==> config.mk <==
export PLATFORM = sky130hd
export DESIGN_NAME = sah_cost
export DESIGN_NICKNAME = d
export VERILOG_FILES = /design/src/sv/sah_pkg.sv /design/src/sv/sah_cost.sv
export SDC_FILE = /design/constraint.sdc
export NUM_CORES = 2
export LEC_CHECK = 0
export ABC_AREA = 1
export BUFFER_PORTS_ARGS = -buffer_cell sky130_fd_sc_hd__buf_2
export CAP_MARGIN = 20
export CORE_UTILIZATION = 50
export DETAILED_ROUTE_END_ITERATION = 16
export HOLD_SLACK_MARGIN = 0.06
export PLACE_DENSITY = 0.74
export SLEW_MARGIN = 20
export SYNTH_ARGS = -nofsm -noshare
export SYNTH_HDL_FRONTEND = slang
export SYNTH_SLANG_ARGS = --single-unit
==> constraint.sdc <==
create_clock -name clk_i -period 17.4 [get_ports clk_i]
set_input_delay 1.74 -clock clk_i [delete_from_list [all_inputs] [get_ports clk_i]]
set_output_delay 1.74 -clock clk_i [all_outputs]
set_load 0.02 [all_outputs]
==> src/sv/sah_pkg.sv <==
// Package: shared types, constants and helpers for the SAH split-plane search.
`default_nettype none

package sah_pkg;

  localparam int COORD_BITS            = 16;
  localparam int COST_W                = 48;
  localparam int TC_W                  = 11;
  localparam int AXIS_W                = 2;
  localparam int DEF_MAX_TRIANGLES     = 1024;
  localparam int DEF_PLANE_DIVISIONS   = 100;

  localparam logic [COST_W-1:0] COST_ALL_ONES = {COST_W{1'b1}};
  localparam logic signed [COORD_BITS-1:0] COORD_MAXV = {1'b0, {(COORD_BITS-1){1'b1}}};
  localparam logic signed [COORD_BITS-1:0] COORD_MINV = {1'b1, {(COORD_BITS-1){1'b0}}};

  localparam logic [AXIS_W-1:0] AXIS_X = 2'd0;
  localparam logic [AXIS_W-1:0] AXIS_Y = 2'd1;
  localparam logic [AXIS_W-1:0] AXIS_Z = 2'd2;

  typedef logic signed [COORD_BITS-1:0] coord_t;

  // one stored triangle
  typedef struct packed {
    coord_t v0x; coord_t v0y; coord_t v0z;
    coord_t v1x; coord_t v1y; coord_t v1z;
    coord_t v2x; coord_t v2y; coord_t v2z;
    coord_t cx;  coord_t cy;  coord_t cz;
  } tri_t;

  typedef struct packed {
    logic done;
    logic cand;
  } cost_sts_t;

  typedef enum logic [3:0] {
    ST_LOAD,
    ST_AXIS,
    ST_DIV,
    ST_PLANE,
    ST_SCAN,
    ST_DRAIN,
    ST_EXT,
    ST_COST,
    ST_NEXT,
    ST_FINISH
  } state_e;

  function automatic coord_t min3(coord_t a, coord_t b, coord_t c);
    coord_t m;
    m = (a < b) ? a : b;
    return (c < m) ? c : m;
  endfunction

  function automatic coord_t max3(coord_t a, coord_t b, coord_t c);
    coord_t m;
    m = (a > b) ? a : b;
    return (c > m) ? c : m;
  endfunction

endpackage

`default_nettype wire

==> src/sv/sah_cost.sv <==
// Plane cost unit: one shared multiplier stepped over the two sides' areas and counts.
`default_nettype none

module sah_cost import sah_pkg::*; #(
  parameter int MAX_TRIANGLES = DEF_MAX_TRIANGLES
) (
  input  wire logic                                   clk_i,
  input  wire logic                                   rst_ni,
  input  wire logic                                   start_i,
  input  wire logic [COORD_BITS-1:0]                  ext_i [2][3],
  input  wire logic [$clog2(MAX_TRIANGLES+1)-1:0]     cnt_i [2],
  output cost_sts_t                                   sts_o,
  output logic [COST_W-1:0]                           cost_o
);

  localparam int CW  = $clog2(MAX_TRIANGLES + 1);
  localparam int EW  = COORD_BITS;
  localparam int AW  = 2 * EW + 2;
  localparam int BW  = (EW > CW) ? EW : CW;
  localparam int PW  = AW + BW;
  localparam int TW0 = PW + 1;
  localparam int TW  = (TW0 > COST_W) ? TW0 : COST_W + 1;
  localparam logic [3:0] LAST_STEP = 4'd10;

  logic          busy_q;
  logic [3:0]    step_q;
  logic [PW-1:0] prod_q;
  logic [AW-1:0] area_q;
  logic [TW-1:0] total_q, total_sum;
  logic [AW-1:0] mul_a;
  logic [BW-1:0] mul_b;
  logic          done_q, cand_q;
  logic [COST_W-1:0] cost_q;

  // step schedule: per side the edge products x*y, y*z and z*x, then the summed area times the side's count
  always_comb begin
    mul_a = '0;
    mul_b = '0;
    case (step_q)
      4'd0: begin mul_a = AW'(ext_i[0][0]); mul_b = BW'(ext_i[0][1]); end
      4'd1: begin mul_a = AW'(ext_i[0][1]); mul_b = BW'(ext_i[0][2]); end
      4'd2: begin mul_a = AW'(ext_i[0][2]); mul_b = BW'(ext_i[0][0]); end
      4'd4: begin mul_a = area_q;           mul_b = BW'(cnt_i[0]);    end
      4'd5: begin mul_a = AW'(ext_i[1][0]); mul_b = BW'(ext_i[1][1]); end
      4'd6: begin mul_a = AW'(ext_i[1][1]); mul_b = BW'(ext_i[1][2]); end
      4'd7: begin mul_a = AW'(ext_i[1][2]); mul_b = BW'(ext_i[1][0]); end
      4'd9: begin mul_a = area_q;           mul_b = BW'(cnt_i[1]);    end
      default: begin mul_a = '0; mul_b = '0; end
    endcase
  end

  assign total_sum = total_q + TW'(prod_q);

  always_ff @(posedge clk_i or negedge rst_ni) begin
    if (!rst_ni) begin
      busy_q <= 1'b0;
      step_q <= '0;
      done_q <= 1'b0;
    end else begin
      done_q <= 1'b0;
      if (start_i) begin
        busy_q <= 1'b1;
        step_q <= '0;
      end else if (busy_q) begin
        step_q <= step_q + 4'd1;
        if (step_q == LAST_STEP) begin
          busy_q <= 1'b0;
          done_q <= 1'b1;
        end
      end
    end
  end

  always_ff @(posedge clk_i) begin
    if (busy_q) begin
      prod_q <= PW'(mul_a) * PW'(mul_b);
      case (step_q)
        4'd1, 4'd6: area_q <= AW'(prod_q);
        4'd2, 4'd3, 4'd7, 4'd8: area_q <= area_q + AW'(prod_q);
        4'd5: total_q <= TW'(prod_q);
        default: ;
      endcase
      if (step_q == LAST_STEP) begin
        cost_q <= (total_sum > TW'(COST_ALL_ONES)) ? COST_ALL_ONES
                                                   : total_sum[COST_W-1:0];
        cand_q <= (cnt_i[0] != '0) && (cnt_i[1] != '0) && (total_sum != '0);
      end
    end
  end

  assign sts_o.done = done_q;
  assign sts_o.cand = cand_q;
  assign cost_o     = cost_q;

endmodule

`default_nettype wire
== Word level (Yosys, flattened, before mapping) ==
Cells that the tools add are included.

* Output and inout port bits: 50
* Flip-flop bits (word level): 189
* Input port bits: 121
* Word-level logic and storage cells: 48

* Multiply operators: 1
* $lt $le $gt $ge: 1
* Eq/ne operators: 10
* Reductions and logical operators: 14
* Mux-type cells: 11
* $add $sub $neg: 3

{| class="wikitable"
|+ Operators by type and width
! operator !! number
|-
| 34-bit case mux with 7 select lines || 1
|-
| 16-bit case mux with 8 select lines || 1
|-
| 34-bit case mux with 2 select lines || 1
|-
| 50-bit by 50-bit adder with 51-bit output || 1
|-
| 51-bit by 48-bit > comparator with 1-bit output (second input constant) || 1
|-
| 51-bit nonzero test || 1
|-
| 34-bit by 16-bit multiplier with 50-bit output || 1
|-
| 34-bit adder || 1
|-
| 11-bit nonzero test || 2
|-
| 4-bit by 3-bit equality test with 1-bit output (second input constant) || 4
|-
| 4-bit equality test (second input constant) || 3
|-
| 4-bit by 2-bit equality test with 1-bit output (second input constant) || 2
|-
| 4-bit 2-to-1 mux || 2
|-
| 1-bit 2-to-1 mux || 6
|-
| 2-bit AND reduction || 3
|-
| 4-bit by 1-bit adder with 4-bit output (second input constant) || 1
|-
| 4-bit by 1-bit equality test with 1-bit output (second input constant) || 1
|-
| 4-bit logical NOT || 1
|-
| 2-bit nonzero test || 2
|-
| 2-bit OR reduction || 2
|-
| 4-bit OR reduction || 1
|-
| 1-bit logical AND || 2
|}

== Logic depth before layout (Yosys ltp) ==
* Depth after elaboration: 4
* Gate-level depth with buffers: 38
* Depth with buffers taken out: 35

== Worst setup path after synthesis ==
No wires, ideal clock.

* Path kind: input to register
* Start point: in cnt_i[1] in the netlist's numbering
* End point: reg prod_q[36], data pin
* Arrival: 7.407 ns
* Cell stages on the path: 29
* Data required time: 17.148 ns
* Buffers on the path: 2
* Library setup time: 0.252 ns
* Path slack: 9.741 ns
* Cells stage by stage: inv_1 > o22ai_1 > a221oi_1 > and2_1 > buf_2 > inv_1 > clkbuf_1 > nand2_1 > fa_1 > fa_1 > fa_1 > inv_1 > fa_1 > fa_1 > inv_1 > fa_1 > inv_1 > ha_1 > nand2_1 > nor2_1 > nand2_1 > nor2_1 > nor2_1 > o21ai_0 > a21oi_1 > o21ai_0 > nand3_1 > nand3_1 > nand2_1

* Cells in the longest elaborated chain, start to end: 2

{| class="wikitable"
|+ Ends and longest elaborated chain
! element !! line !! text
|-
| start: declaration || sah_cost.sv:11 || <nowiki>input wire logic [$clog2(MAX_TRIANGLES+1)-1:0] cnt_i [2],</nowiki>
|-
| 16-bit case mux with 8 select lines || sah_cost.sv:39 || <nowiki>case (step_q)</nowiki>
|-
| 34-bit by 16-bit multiplier with 50-bit output || sah_cost.sv:76 || <nowiki>prod_q <= PW'(mul_a) * PW'(mul_b);</nowiki>
|-
| end signal: assignment || sah_cost.sv:76 ||
|-
| end: declaration || sah_cost.sv:27 || <nowiki>logic [PW-1:0] prod_q;</nowiki>
|}

Every way passes these cells.
A chain may end at the register's enable or synchronous reset.

== Worst setup path in the final report ==
* Start point: reg step_q[1]
* End point: reg prod_q[40], data pin

* Cells in the longest elaborated chain, start to end: 4
* Elaborated cells on any way between the ends: 12
* Those cells by class: 1 x mul; 7 x eq/ne; 2 x mux; 2 x reduce/logical

{| class="wikitable"
|+ Ends and longest elaborated chain
! element !! line !! text
|-
| start: declaration || sah_cost.sv:26 || <nowiki>logic [3:0] step_q;</nowiki>
|-
| start signal: assignment || sah_cost.sv:65 || <nowiki>step_q <= step_q + 4'd1;</nowiki>
|-
| 4-bit equality test or 4-bit by 3-bit equality test with 1-bit output (tied branches) || sah_cost.sv:39 ||
|-
| 2-bit OR reduction (no line) || -- ||
|-
| 34-bit case mux with 7 select lines || sah_cost.sv:39 ||
|-
| 34-bit by 16-bit multiplier with 50-bit output (*) || sah_cost.sv:76 ||
|}

Every way passes the cells marked *; elsewhere a longest branch is shown, timed or not.

==> out/qor.csv <==
metric,value,unit
cts_buffer_depth,2,
rsz0062_at_grt,false,
yosysSeqAreaShare,0.177,
numClockSinks,189,
worstPathMaxFanout,23,
die_area,0.0649,sq mm
layout.nets,5126,
antenna_found_initial,1,
fin_crit,9.24,ns
synth_edf_count,183,
coreArea,0.0631,sq mm
drt_iter0_drc,2476,
final_area,0.0343,sq mm
viasPerCell,5.44,
drv_cap,0,
cts_setup_buffers,0,
drc,0,
grt_use_met2,0.516,
critPathLaunchType,register,
hpwl,82.8,mm
detail-route-antenna-nets,0,
cpMostUsedCell,inv_1,
netlist_area,0.0320,sq mm
use_met3,0.0474,
clkTransAtPathRegs,0.08,ns
syn_nets,5015,
chipHeight,255,um
reg2reg_setup_slack,8.16,ns
place_area,0.0336,sq mm
criticalPathCategory,register to register,
totalWireLength,98.5,mm
slew_viol_final,0,
r2r_start,step_q[1]$_DFFE_PN0P_,
cts_buffers,17,
firstDrtPassIters,6,
syn_area_per_cell,7.54,sq um
cp.required,17.61,ns
whs_endpoint,total_q[35]$_DFFE_PP_,
rr_endpoint,prod_q[40]$_DFFE_PP_,
postCtsHoldBufs,0,
slowest_stage,inv_1,
final-hold-violation-count,0,
synthFlopType,edfxtp_1,
vias,28338,
endpoint_kind,register,
max_stage_delay,0.73,ns
gr-usage-all-layers,0.307,
fmax,0.108,GHz
portBuffers,170,
grt_pass1_vias,27973,
finalClockSkew,0.0162,ns
gr-usage-met1,0.393,
hp-class,register to register,
grt_pass1_wl,152,mm
cts_tree,done,
grt_max_degree,55,
async_flop_share,0.0317,
worstRegToRegCells,31,
diodes,0,
rows,92,
wl_per_cell,18.9,um
synth_cell_types,47,
hp-start,prod_q[35]$_DFFE_PP_,
final_layout_size_suffix_gt1_frac,0.0681,
synth_cells,4237,
die_w,255,um
period_share,0.531,
initial_core_util,0.507,
synth-seq-cells,189,
grt_overflow,0,
cts.repair.resized,0,
grt.busiest_layer,met2,
whs_path_depth,0,
gp_congestion,1.04,
relSlewSlack,0.309,
cp.arrival,9.45,ns
tightest_slew,1.03,ns
clock_latency,0.46,ns
htreeDepth,4,
area_delta_synth_final,7.24,%
tns,0,ns
yosysWarnings,0,
setup_viol_count_final,0,
num_io_pins,171,
status,"finished, final reports clean",
cts-root-buf,clkbuf_16,
[worst max-delay path by stage]
| stage | start | endpoint | slack [ns] | cells after the start |
|---|---|---|---|---|
| after floorplan | cnt_i[1] | prod_q[36]$_DFFE_PP_ | 9.74 | 29 |
| after global placement | ext_i[41] | prod_q[40]$_DFFE_PP_ | 7.74 | 27 |
| after CTS | step_q[1]$_DFFE_PN0P_ | prod_q[40]$_DFFE_PP_ | 8.30 | 31 |
| after global routing | step_q[1]$_DFFE_PN0P_ | prod_q[40]$_DFFE_PP_ | 7.70 | 31 |
| final | step_q[1]$_DFFE_PN0P_ | prod_q[40]$_DFFE_PP_ | 8.16 | 31 |
| after detailed placement | ext_i[85] | prod_q[40]$_DFFE_PP_ | 8.14 | 29 |
[layout by cell type (no fill, tap or decap), drive strengths merged, types with 30 or more instances in the layout]
cell,instances
nand2,1144
inv,994
fa,448
nor2,438
ha,209
buf,196
edfxtp,183
a21oi,150
nand3,136
o21ai,109
xor2,41
nand4,37
xnor2,31
o22ai,30
[metal layers]
metal / part of all wire / wire length (um) / vias to the layer above
met5: 0.00012 / 12 / -
met4: 0.045 / 4430 / 2
met3: 0.075 / 7390 / 277
met2: 0.48 / 47100 / 1242
met1: 0.40 / 39600 / 13660
li1: - / - / 13157
[synth_stat cells (4+ instances only)]
| cell | count | share of area |
|---|---|---|
| nand2_1 | 1143 | 0.13 |
| inv_1 | 959 | 0.11 |
| fa_1 | 448 | 0.28 |
| nor2_1 | 435 | 0.051 |
| ha_1 | 209 | 0.082 |
| edfxtp_1 | 183 | 0.17 |
| a21oi_1 | 150 | 0.023 |
| nand3_1 | 136 | 0.021 |
| o21ai_0 | 99 | 0.016 |
| buf_2 | 67 | 0.010 |
| xor2_1 | 41 | 0.011 |
| nand4_1 | 37 | 0.0072 |
| xnor2_1 | 31 | 0.0085 |
| clkbuf_1 | 30 | 0.0035 |
| o22ai_1 | 30 | 0.0059 |
| inv_2 | 28 | 0.0033 |
| a221oi_1 | 19 | 0.0052 |
| nor3_1 | 19 | 0.0030 |
| a31oi_1 | 18 | 0.0035 |
| o21bai_1 | 18 | 0.0042 |
| nor4_4 | 13 | 0.0087 |
| or2_2 | 11 | 0.0022 |
| nor4_2 | 10 | 0.0039 |
| o21ai_1 | 10 | 0.0016 |
| nand3b_1 | 8 | 0.0019 |
| o211ai_1 | 8 | 0.0019 |
| o21a_1 | 8 | 0.0019 |
| and2_1 | 7 | 0.0014 |
| a22o_1 | 6 | 0.0016 |
| dfrtp_1 | 6 | 0.0047 |
| nor4_1 | 6 | 0.0012 |
| a21o_1 | 5 | 0.0012 |
| a32o_1 | 5 | 0.0016 |
| o221ai_1 | 5 | 0.0014 |
| buf_4 | 4 | 0.00094 |
[sequential cells by signal, summed over array words and instances, names as in the netlist]
name	count
prod_q	50
total_q	50
cost_o	48
area_q	34
step_q	4
busy_q	1
cand_q	1
done_q	1
[stage by stage]
stage | hold slack [ns] | std cells | utilization | worst slack, ns
floorplan | 0.433 | 4237 | - | 9.74
global placement | 0.471 | 5174 | 0.533 | 7.74
detailed placement | 0.468 | 5174 | 0.533 | 8.14
CTS | 0.489 | 5206 | 0.543 | 8.30
global route | 0.504 | 5207 | 0.543 | 7.70
finish | 0.487 | 5207 | 0.543 | 8.16
[critical path: cells and delay by family (launching register included)]
family / cells / cell delay [ns]
AOI/OAI and AO/OA: 3 / 0.89
and+or+nand+nor: 12 / 2.13
DFF: 1 / 0.41
adders and majority gates: 8 / 3.70
buffers and inverters: 8 / 1.82
[cells by family after synthesis]
logic type / Yosys count / synth area share
flip-flops: 189 / 0.177
adder cells (fa/ha/maj): 657 / 0.362
buffers and inverters: 1092 / 0.131
AND/OR/NAND/NOR: 1832 / 0.237
AO/OA/AOI/OAI: 395 / 0.0724
XOR/XNOR: 72 / 0.0197
[cell type report]
cell class,count,area [sq um]
clock buffer,21,504
fill,6190,28800
sequential,189,5650
inverter,988,3710
clock inverter,11,109
tap,846,1060
multi-input combinational,2956,22200
timing repair buffer,196,1070
Power is left out: the tool's default activity adds up to more than one toggle a clock period on the data nets, which glitch-free logic cannot reach.
